## src/bmrc_pkg.sv

```systemverilog
// ----------------------------------------------------------------------------
// bmrc_pkg
// Shared types, sizes and helpers for the binary matrix rank counter.
// ----------------------------------------------------------------------------
package bmrc_pkg;

  // matrix geometry and counter size
  localparam int unsigned MATRIX_SIZE = 32;
  localparam int unsigned COUNT_WIDTH = 32;

  // fixed field widths of the channels
  localparam int unsigned ROW_W      = 32;
  localparam int unsigned RANK_OUT_W = 6;
  localparam int unsigned TOTAL_W    = 32;

  // derived widths
  localparam int unsigned BIT_W     = $clog2(MATRIX_SIZE);
  localparam int unsigned ROW_POS_W = $clog2(MATRIX_SIZE);
  localparam int unsigned RANK_W    = $clog2(MATRIX_SIZE + 1);

  // item opcodes
  localparam logic OP_ROW   = 1'b0;
  localparam logic OP_CLEAR = 1'b1;

  // sequencer states
  typedef enum logic [1:0] {
    ST_IDLE,
    ST_SCAN,
    ST_FINISH
  } bmrc_state_e;

  typedef logic [COUNT_WIDTH-1:0] count_t;

  // saturating increment of a counter
  function automatic count_t sat_inc(input count_t c);
    count_t res;
    res = c;
    if (c != '1) begin
      res = c + count_t'(1);
    end
    return res;
  endfunction

endpackage

```

## src/bmrc_if.sv

```systemverilog
// ----------------------------------------------------------------------------
// bmrc_in_if / bmrc_out_if
// Valid/ready channels carrying row items in and rank results out.
// ----------------------------------------------------------------------------
interface bmrc_in_if import bmrc_pkg::*; ();
  logic             valid;
  logic             ready;
  logic             op;
  logic [ROW_W-1:0] row_bits;

  modport source (output valid, output op, output row_bits, input ready);
  modport sink   (input valid, input op, input row_bits, output ready);
endinterface

interface bmrc_out_if import bmrc_pkg::*; ();
  logic                  valid;
  logic                  ready;
  logic [RANK_OUT_W-1:0] matrix_rank;
  logic [TOTAL_W-1:0]    full_rank_total;
  logic [TOTAL_W-1:0]    near_full_total;
  logic [TOTAL_W-1:0]    matrices_total;

  modport source (output valid, output matrix_rank, output full_rank_total,
                  output near_full_total, output matrices_total, input ready);
  modport sink   (input valid, input matrix_rank, input full_rank_total,
                  input near_full_total, input matrices_total, output ready);
endinterface

```

## src/binary_matrix_rank_counter_top.sv

```systemverilog
// ----------------------------------------------------------------------------
// binary_matrix_rank_counter_top
// GF(2) rank of 32x32 bit matrices with saturating rank statistics.
// ----------------------------------------------------------------------------
// Each row item is reduced against a basis held by pivot position, highest
// bit first, one pivot bit per cycle through a single conditional XOR unit
// fed by a basis memory with one write and one read port that is read one
// bit ahead. A row is accepted in the idle state and then scanned from the top
// bit down; the scan stops early once the row is inserted as a new pivot or
// reduces to zero. The row that completes a matrix leads to a finish state
// that updates the counts and loads the result register once it is free; the
// result may then wait for the sink while the next rows come in. A clear item
// is taken in the idle state and gives no result. The block is not ready while
// a row is being scanned or a finished matrix waits for the result register.
// ----------------------------------------------------------------------------
module binary_matrix_rank_counter_top import bmrc_pkg::*; (
  input  logic              clk_i,
  input  logic              rst_ni,
  bmrc_in_if.sink           in_i,
  bmrc_out_if.source        out_o
);

  localparam logic [BIT_W-1:0]     TopBit  = BIT_W'(MATRIX_SIZE - 1);
  localparam logic [ROW_POS_W-1:0] LastRow = ROW_POS_W'(MATRIX_SIZE - 1);
  localparam logic [RANK_W-1:0]    FullRk  = RANK_W'(MATRIX_SIZE);
  localparam logic [RANK_W-1:0]    NearRk  = RANK_W'(MATRIX_SIZE - 1);

  bmrc_state_e state_q, state_d;

  // basis storage, one row per pivot bit
  logic [MATRIX_SIZE-1:0] basis_mem [MATRIX_SIZE];
  logic [MATRIX_SIZE-1:0] rd_q;
  logic [BIT_W-1:0]       rd_addr;
  logic                   mem_we;

  logic [MATRIX_SIZE-1:0] basis_valid_q, basis_valid_d;
  logic [MATRIX_SIZE-1:0] work_q, work_d;
  logic [BIT_W-1:0]       bit_q, bit_d;
  logic [ROW_POS_W-1:0]   row_pos_q, row_pos_d;
  logic [RANK_W-1:0]      rank_q, rank_d;
  count_t                 full_cnt_q, full_cnt_d;
  count_t                 near_cnt_q, near_cnt_d;
  count_t                 mat_cnt_q, mat_cnt_d;

  logic                   out_valid_q, out_valid_d;
  logic                   out_load;
  logic [RANK_OUT_W-1:0]  out_rank_q;
  logic [TOTAL_W-1:0]     out_full_q, out_near_q, out_mat_q;

  logic                   pivot;
  logic                   done;

  // state register
  always_ff @(posedge clk_i or negedge rst_ni) begin
    if (!rst_ni) begin
      state_q <= ST_IDLE;
    end else begin
      state_q <= state_d;
    end
  end

  // sequencer and reduction step
  always_comb begin
    state_d       = state_q;
    basis_valid_d = basis_valid_q;
    work_d        = work_q;
    bit_d         = bit_q - 1'b1;
    rd_addr       = bit_q - 1'b1;
    row_pos_d     = row_pos_q;
    rank_d        = rank_q;
    full_cnt_d    = full_cnt_q;
    near_cnt_d    = near_cnt_q;
    mat_cnt_d     = mat_cnt_q;
    mem_we        = 1'b0;
    out_load      = 1'b0;
    in_i.ready    = 1'b0;
    pivot         = work_q[bit_q];
    done          = 1'b0;

    case (state_q)
      ST_IDLE: begin
        in_i.ready = 1'b1;
        rd_addr    = TopBit;
        if (in_i.valid) begin
          if (in_i.op == OP_CLEAR) begin
            basis_valid_d = '0;
            row_pos_d     = '0;
            rank_d        = '0;
            full_cnt_d    = '0;
            near_cnt_d    = '0;
            mat_cnt_d     = '0;
          end else begin
            work_d  = MATRIX_SIZE'(in_i.row_bits);
            bit_d   = TopBit;
            state_d = ST_SCAN;
          end
        end
      end

      ST_SCAN: begin
        // one pivot bit per cycle: eliminate or insert
        if (pivot) begin
          if (basis_valid_q[bit_q]) begin
            work_d = work_q ^ rd_q;
          end else begin
            mem_we               = 1'b1;
            basis_valid_d[bit_q] = 1'b1;
            rank_d               = rank_q + 1'b1;
            done                 = 1'b1;
          end
        end
        if (bit_q == '0 || work_d == '0) begin
          done = 1'b1;
        end
        if (done) begin
          if (row_pos_q == LastRow) begin
            state_d = ST_FINISH;
          end else begin
            row_pos_d = row_pos_q + 1'b1;
            state_d   = ST_IDLE;
          end
        end
      end

      ST_FINISH: begin
        // matrix complete: update counts once the result slot is free
        if (!out_valid_q || out_o.ready) begin
          out_load = 1'b1;
          if (rank_q == FullRk) begin
            full_cnt_d = sat_inc(full_cnt_q);
          end else if (rank_q == NearRk) begin
            near_cnt_d = sat_inc(near_cnt_q);
          end
          mat_cnt_d     = sat_inc(mat_cnt_q);
          basis_valid_d = '0;
          row_pos_d     = '0;
          rank_d        = '0;
          state_d       = ST_IDLE;
        end
      end

      default: begin
        state_d = ST_IDLE;
      end
    endcase
  end

  // basis memory, registered read one bit ahead of the scan
  always_ff @(posedge clk_i) begin
    if (mem_we) begin
      basis_mem[bit_q] <= work_q;
    end
    rd_q <= basis_mem[rd_addr];
  end

  // working row and bit pointer
  always_ff @(posedge clk_i) begin
    work_q <= work_d;
    bit_q  <= bit_d;
  end

  // matrix progress and counters
  always_ff @(posedge clk_i or negedge rst_ni) begin
    if (!rst_ni) begin
      basis_valid_q <= '0;
      row_pos_q     <= '0;
      rank_q        <= '0;
      full_cnt_q    <= '0;
      near_cnt_q    <= '0;
      mat_cnt_q     <= '0;
    end else begin
      basis_valid_q <= basis_valid_d;
      row_pos_q     <= row_pos_d;
      rank_q        <= rank_d;
      full_cnt_q    <= full_cnt_d;
      near_cnt_q    <= near_cnt_d;
      mat_cnt_q     <= mat_cnt_d;
    end
  end

  // result register valid
  always_comb begin
    out_valid_d = out_valid_q;
    if (out_o.ready) begin
      out_valid_d = 1'b0;
    end
    if (out_load) begin
      out_valid_d = 1'b1;
    end
  end

  always_ff @(posedge clk_i or negedge rst_ni) begin
    if (!rst_ni) begin
      out_valid_q <= 1'b0;
    end else begin
      out_valid_q <= out_valid_d;
    end
  end

  // result payload
  always_ff @(posedge clk_i) begin
    if (out_load) begin
      out_rank_q <= RANK_OUT_W'(rank_q);
      out_full_q <= TOTAL_W'(full_cnt_d);
      out_near_q <= TOTAL_W'(near_cnt_d);
      out_mat_q  <= TOTAL_W'(mat_cnt_d);
    end
  end

  assign out_o.valid           = out_valid_q;
  assign out_o.matrix_rank     = out_rank_q;
  assign out_o.full_rank_total = out_full_q;
  assign out_o.near_full_total = out_near_q;
  assign out_o.matrices_total  = out_mat_q;

endmodule

```

## src/flat_wrapper.sv

```systemverilog
// flat-port wrapper written by rule: the top's interface ports become plain ports
module binary_matrix_rank_counter_top_flat import bmrc_pkg::*;
  (clk_i, rst_ni, in_i_valid, in_i_op, in_i_row_bits, in_i_ready, out_o_valid, out_o_matrix_rank, out_o_full_rank_total, out_o_near_full_total, out_o_matrices_total, out_o_ready);
  bmrc_in_if in_i_i ();
  bmrc_out_if out_o_i ();
  input  logic clk_i;
  input  logic rst_ni;
  input wire logic [$bits(in_i_i.valid)-1:0] in_i_valid;
  input wire logic [$bits(in_i_i.op)-1:0] in_i_op;
  input wire logic [$bits(in_i_i.row_bits)-1:0] in_i_row_bits;
  output wire logic [$bits(in_i_i.ready)-1:0] in_i_ready;
  output wire logic [$bits(out_o_i.valid)-1:0] out_o_valid;
  output wire logic [$bits(out_o_i.matrix_rank)-1:0] out_o_matrix_rank;
  output wire logic [$bits(out_o_i.full_rank_total)-1:0] out_o_full_rank_total;
  output wire logic [$bits(out_o_i.near_full_total)-1:0] out_o_near_full_total;
  output wire logic [$bits(out_o_i.matrices_total)-1:0] out_o_matrices_total;
  input wire logic [$bits(out_o_i.ready)-1:0] out_o_ready;
  assign in_i_i.valid = in_i_valid;
  assign in_i_i.op = in_i_op;
  assign in_i_i.row_bits = in_i_row_bits;
  assign in_i_ready = in_i_i.ready;
  assign out_o_valid = out_o_i.valid;
  assign out_o_matrix_rank = out_o_i.matrix_rank;
  assign out_o_full_rank_total = out_o_i.full_rank_total;
  assign out_o_near_full_total = out_o_i.near_full_total;
  assign out_o_matrices_total = out_o_i.matrices_total;
  assign out_o_i.ready = out_o_ready;
  binary_matrix_rank_counter_top u_core (.clk_i(clk_i), .rst_ni(rst_ni), .in_i(in_i_i), .out_o(out_o_i));
endmodule
```

## config.mk

```make
export PLATFORM = sky130hd
export DESIGN_NAME = binary_matrix_rank_counter_top_flat
export DESIGN_NICKNAME = d
export VERILOG_FILES = /design/src/bmrc_pkg.sv /design/src/bmrc_if.sv /design/src/binary_matrix_rank_counter_top.sv /design/src/flat_wrapper.sv
export SDC_FILE = /design/constraint.sdc
export NUM_CORES = 2
export LEC_CHECK = 0
export BUFFER_PORTS_ARGS = -buffer_cell sky130_fd_sc_hd__buf_2
export CAP_MARGIN = 20
export CORE_MARGIN = 4
export CORE_UTILIZATION = 40
export CTS_CLUSTER_SIZE = 28
export DETAILED_ROUTE_END_ITERATION = 16
export SETUP_SLACK_MARGIN = 0.02
export SYNTH_ARGS = -nofsm -noshare
export SYNTH_HDL_FRONTEND = slang
export SYNTH_SLANG_ARGS = --single-unit
```

## constraint.sdc

```tcl
create_clock -name clk_i -period 7.73 [get_ports clk_i]
set_input_delay 0.3865 -clock clk_i [delete_from_list [all_inputs] [get_ports clk_i]]
set_output_delay 0.3865 -clock clk_i [all_outputs]
set_load 0.05 [all_outputs]
```

# Yosys cells after proc, flatten, opt, wreduce, memory -nomap -nowiden
# Memories as Yosys holds them, arrays and structs flattened. A register that Yosys moved wholly into a read port is not among the register bits.
# Index checks and enable logic that the tools add are counted.
[word_totals]
reg_bits = 281
latchBits = 0
ramBits = 1024
rom_bits = 0
inputBits = 37
output_inout_bits = 104
elab_cells = 125
mem_count = 1
[op_classes]
n_addsub = 6
multipliers = 0
n_div = 0
n_lt_le_gt_ge = 2
eq_ne = 16
shifts = 0
muxes = 70
n_bitwise = 2
n_reduce_logical = 14
[mem_list]
columns = ["name", "depth", "width", "rd", "rd_ports_with_merged_regs", "wr", "line", "text"]
rows = [
  ["u_core.basis_mem", 32, 32, 1, 1, 1, "binary_matrix_rank_counter_top.sv:31", "logic [MATRIX_SIZE-1:0] basis_mem [MATRIX_SIZE];"],
]
[op_table]
columns = ["operator", "n"]
rows = [
  ["$mux W32", 25],
  ["$pmux W32 S2", 4],
  ["$add A32 B1 Y32 const B", 3],
  ["$ne A32 B32 Y1 const B", 3],
  ["$pmux W32 S3", 1],
  ["$mux W5", 9],
  ["$logic_not A32 Y1", 1],
  ["$or A32 B32 Y32", 1],
  ["$xor A32 B32 Y32", 1],
  ["$mux W6", 5],
  ["$pmux W6 S3", 1],
  ["$mux W1", 15],
  ["$pmux W5 S3", 1],
  ["$reduce_and A6 Y1", 2],
  ["$bmux W1 S5", 2],
  ["$mux W2", 5],
  ["$ne A2 B2 Y1 const B", 5],
  ["$add A6 B1 Y6 const B", 1],
  ["$eq A6 B5 Y1 const B", 1],
  ["$eq A6 B6 Y1 const B", 1],
  ["$lt A5 B6 Y1 const B", 1],
  ["$ne A2 B1 Y1 const B", 3],
  ["$pmux W2 S3", 1],
  ["$add A5 B1 Y5 const B", 1],
  ["other kinds (15)", 17],
]

# Logic depth before layout (Yosys ltp)
[depth]
depth_word = 11
mapped_depth = 15
ltp_nobuf = 10

# Worst setup path before layout
# OpenSTA, ideal clock, no wires.
[synth_timing]
path_type = "register to register"
from = "register u_core.work_q[19]"
to = "memory u_core.basis_mem[8][0], enable pin"
arrival_time_ns = 5.184
required_time_ns = 7.229
setup_slack_ns = 2.045
stages_incl_launch_ff = 8
n_path_buf = 0
period_less_slack_ns = 5.685
cell_sequence = "edfxtp_1 -> mux4_2 -> o22a_1 -> and4_4 -> nand2_1 -> a21oi_1 -> nand2_1 -> nor4_1"
[synth_between]
elab_chain_len = 6
[synth_rtl]
columns = ["item", "line", "text"]
rows = [
  ["start: declaration", "binary_matrix_rank_counter_top.sv:37", "logic [MATRIX_SIZE-1:0] work_q, work_d;"],
  ["start signal: assignment", "binary_matrix_rank_counter_top.sv:158", "work_q <= work_d;"],
  ["$bmux W1 S5", "binary_matrix_rank_counter_top.sv:77", "pivot = work_q[bit_q];"],
  ["$mux W1 (not written as such)", "binary_matrix_rank_counter_top.sv:77", ""],
  ["$mux W1", "binary_matrix_rank_counter_top.sv:102", "if (pivot) begin"],
  ["$mux W1", "binary_matrix_rank_counter_top.sv:80", "case (state_q)"],
  ["$mux W1", "binary_matrix_rank_counter_top.sv:150", "if (mem_we) begin"],
  ["$mux W1 (not written as such)", "binary_matrix_rank_counter_top.sv:151", "basis_mem[bit_q] <= work_q;"],
  ["end: declaration", "binary_matrix_rank_counter_top.sv:31", ""],
]
# No other way between the ends. The select of a mux whose other input is x is not followed.

# Worst setup path in the final report
[layout_timing]
from = "register u_core.bit_q[1]"
to = "memory u_core.basis_mem[10][30], enable pin"
[layout_between]
elab_chain_len = 7
[layout_rtl]
columns = ["item", "line", "text"]
rows = [
  ["start: declaration", "binary_matrix_rank_counter_top.sv:38", "logic [BIT_W-1:0] bit_q, bit_d;"],
  ["start signal: assignment", "binary_matrix_rank_counter_top.sv:159", "bit_q <= bit_d;"],
  ["$bmux W1 S5", "binary_matrix_rank_counter_top.sv:103", "if (basis_valid_q[bit_q]) begin"],
  ["$mux W1 (not written as such)", "binary_matrix_rank_counter_top.sv:103", ""],
  ["$mux W1", "binary_matrix_rank_counter_top.sv:103", ""],
  ["$mux W1", "binary_matrix_rank_counter_top.sv:102", ""],
  ["$mux W1", "binary_matrix_rank_counter_top.sv:80", ""],
  ["$mux W1", "binary_matrix_rank_counter_top.sv:150", ""],
  ["$mux W1 (not written as such)", "binary_matrix_rank_counter_top.sv:151", ""],
]
# Several ways; a longest one is shown, not always the timed one. The select of a mux whose other input is x is not followed.

==> out/qor.csv <==
metric,value,unit
gp_congestion,0.840,
clockBufferDepth,3,
crit_path_end_kind,flip-flop,
synth_xor_xnor_area_share,0.00900,
worstRegToRegCells,9,
ys_seq_elements,1337,
routed-via-count,29700,
ff_latch_area,39100,um^2
status,finished clean,
final_core_util,0.465,
power_density,391,nW/um^2
worstMarginPinSlew,1.09,ns
switching_share,0.353,
cap_violations,0,
vias_per_cell,5.80,
place_ws,2.71,ns
synth-simple-area-share,0.0484,
hold_slack,0.0837,ns
antenna_left,0,
grt_pass1_vias,28600,
finClkSkew,0.0303,ns
synth_top_family_by_area,multiplexers,
intPower,15.3,mW
min_path_cells,3,
async_flop_share,0.106,
hold_path_class,input pin to flip-flop,
numPortBuffers,140,
cp.arrival,5.47,ns
p_switching,8.35,mW
tns,0,ns
final_hold_viol_count,0,
synth.distinct_cells,72,
cts_resized,0,
final_layout_size_suffix_gt1_frac,0.206,
die_h,370,um
cp.required,8.14,ns
synth_compound_area_frac,0.0784,
synth_edf_count,1158,
rsz0062_at_grt,false,
syn_avg_cell_area,17.2,um^2
drt_first_pass_iters,6,
timing.hold.worst_endpoint,u_core.work_q[5]$_DFFE_PP_,
dr.first_iter.drc_count,3577,
slew_headroom,0.270,
r2r_slack,2.67,ns
cts_max_level,4,
criticalPathCategory,flip-flop to flip-flop,
finalSetupViolCount,0,
multi_input_area,12900,um^2
max-vdd-ir-drop,0.472,mV
synth.cell_area,52500,um^2
yosysWarnings,0,
nets,3315,
min_period,5.06,ns
setup_ws,2.67,ns
fin_cells,5124,
seq_area_frac_synth,0.744,
grtUsageTotal,0.200,
max_freq,0.197,GHz
dieArea,137000,um^2
drc_errors,0,
start_util,0.404,
p_leak,19.5,nW
wl,138,mm
pwr-share-seq,0.410,
clock_latency,0.78,ns
p_comb_frac,0.322,
cts_buffers,136,
die_x,370,um
syn2layout_area_growth,15.1,%
wl_per_cell,26.9,um
synthAdderAreaFrac,0.00262,
antenna_found_initial,3,
finalCritPeriodShare,0.655,
synth_cells,3056,
rows,132,
cts_sinks,1337,
synthMuxAreaShare,0.102,
placed_cells,4842,
critPathMaxFanout,34,
reg2reg_from,u_core.bit_q[1]$_DFF_P_,
hpwl,84.0,mm
drv_slew,0,
root_buffer,clkbuf_16,
grt_pass1_wl,202,mm
clk_pin_slew,0.06,ns
min_from,in_i_row_bits[5],
yosys_most_used_dff,edfxtp_1,
ioPinCount,141,
cts_tree,done,
clockPowerShare,0.268,
overflow,0,
synth_nets,3104,
rr_endpoint,u_core.basis_mem[10][30]$_DFFE_PP_,
core_area,130000,um^2
fill_cells,11000,
critPathLaunch,u_core.bit_q[1]$_DFF_P_,
start_kind,flip-flop,
grt_start_max_net_pins,157,
## timing repair
item                                   CTS  global route
buffers inserted                         0             0
endpoints found under the hold margin  111             0
hold buffers                            27             0
## kinds of logic after synthesis
family / count (synthesis)
compound gates: 631
xor+xnor: 54
fa+ha+maj: 11
buf+inv: 206
flops: 1337
mux: 285
simple gates: 532
## routing by layer
| metal | global-route usage | wire (um) | vias to the layer above |
|---|---|---|---|
| met2 | 0.306 | 63600 | 1244 |
| met5 | 0 | 0 | - |
| met4 | 0.0476 | 2800 | 0 |
| met1 | 0.291 | 58800 | 15400 |
| li1 | - | - | 12900 |
| met3 | 0.0493 | 12800 | 159 |
## area by class of cell
class | count | share of cell area
clock buffers | 193 | 0.0630
well taps | 1742 | 0.0360
diodes | 1 | 0.0000414
multi-input cells | 1513 | 0.213
clock inverters | 59 | 0.00807
flip-flops and latches | 1337 | 0.646
repair buffers | 256 | 0.0317
inverters | 23 | 0.00159
## synth_stat cells, types with 3 or more instances
master | count | share of area
a21oi_1 | 33 | 0.0031
a22oi_1 | 9 | 0.0013
a31oi_1 | 10 | 0.0012
and2_1 | 13 | 0.0015
and3_1 | 20 | 0.0024
and4_1 | 10 | 0.0017
buf_1 | 17 | 0.0012
buf_12 | 3 | 0.0011
buf_2 | 18 | 0.0017
buf_6 | 3 | 0.00064
clkbuf_1 | 141 | 0.010
dfrtp_1 | 142 | 0.068
dfxtp_1 | 37 | 0.014
edfxtp_1 | 1158 | 0.66
ha_1 | 11 | 0.0026
inv_1 | 21 | 0.0015
mux2_2 | 34 | 0.0073
mux2i_1 | 54 | 0.010
mux4_2 | 194 | 0.083
nand2_1 | 171 | 0.012
nand2b_1 | 10 | 0.0012
nand3_1 | 89 | 0.0085
nand3b_1 | 12 | 0.0017
nand4_1 | 29 | 0.0035
nor2_1 | 119 | 0.0085
nor2b_1 | 8 | 0.00095
nor3_1 | 19 | 0.0018
nor4_1 | 5 | 0.00060
o211ai_1 | 25 | 0.0036
o21ai_0 | 225 | 0.021
o21ai_1 | 4 | 0.00038
o221ai_1 | 133 | 0.022
o22ai_1 | 129 | 0.015
o311ai_0 | 3 | 0.00050
o31ai_1 | 37 | 0.0053
or2_2 | 4 | 0.00048
or3_1 | 8 | 0.00095
xnor2_1 | 21 | 0.0035
xor2_1 | 33 | 0.0055
## how the worst max path moves through the flow
| stage | endpoint | slack, ns | depth (start not counted) |
|---|---|---|---|
| 4_1_cts | u_core.basis_mem[10][24]$_DFFE_PP_ | 2.69 | 9 |
| 2_1_floorplan | u_core.basis_mem[8][0]$_DFFE_PP_ | 2.04 | 7 |
| 3_5_place_dp | u_core.basis_mem[10][7]$_DFFE_PP_ | 2.71 | 9 |
| 6_report | u_core.basis_mem[10][30]$_DFFE_PP_ | 2.67 | 9 |
| 3_3_place_gp | u_core.basis_mem[31][9]$_DFFE_PP_ | 2.70 | 8 |
| 5_1_grt | u_core.basis_mem[10][30]$_DFFE_PP_ | 2.39 | 9 |
## sequential cells by signal, summed over array words and instances, names as in the netlist
register and cells:
u_core.state_q 2, u_core.rank_q 6, u_core.basis_valid_q 32, u_core.out_o.matrices_total 32
u_core.out_o.matrix_rank 6, u_core.rd_q 32, u_core.work_q 32, u_core.basis_mem 1024
u_core.near_cnt_q 32, u_core.out_o.full_rank_total 32, u_core.out_o.near_full_total 32, u_core.mat_cnt_q 32
u_core.row_pos_q 5, u_core.full_cnt_q 32, u_core.out_o.valid 1, u_core.bit_q 5
## cell usage in the layout (no fill, tap or decap), types with 19 or more instances in the layout
master and instances:
buf_2 139, nand2_1 170, o21ai_0 225, o211ai_1 25, dlygate4sd3_1 27, inv_1 20, mux2_2 34, clkbuf_1 41
clkbuf_16 139, nand4_1 29, edfxtp_1 1158, xnor2_1 21, and3_1 19, nand3_1 89, dfxtp_1 36, o22ai_1 129
o221ai_1 133, buf_4 72, clkinv_1 26, mux4_2 194, xor2_1 33, nor2_4 29, dfrtp_1 142, o31ai_1 37
a21oi_1 33, nor2_1 90, mux2i_1 54
## worst max-delay path: stages (launching register included)
cell,delay (ns)
dfxtp_2,0.98
mux2_1,0.38
a221o_1,0.33
a22o_1,0.23
nor2_2,0.55
nand2_1,0.21
nor2_1,0.35
nand2_1,0.53
nor2_4,0.63
buf_4,0.45
## power groups by stage
stage	Sequential [mW]	Clock [mW]	Combinational (mW)
5_1_grt	9.73	6.78	8.12
6_report	9.69	6.34	7.63
2_1_floorplan	9.92	0	4.33
3_3_place_gp	9.81	0	7.52
4_1_cts	9.67	6.47	7.64
3_5_place_dp	9.81	0	7.61
## stage by stage
step	instance area [um^2]	power, mW
final	60500	23.7
after global routing	60500	24.6
after CTS	60400	23.8
after detailed placement	55800	17.4
after global placement	55600	17.3
after floorplan	52500	14.3
Note: power is estimated with default switching activity, not from simulation.
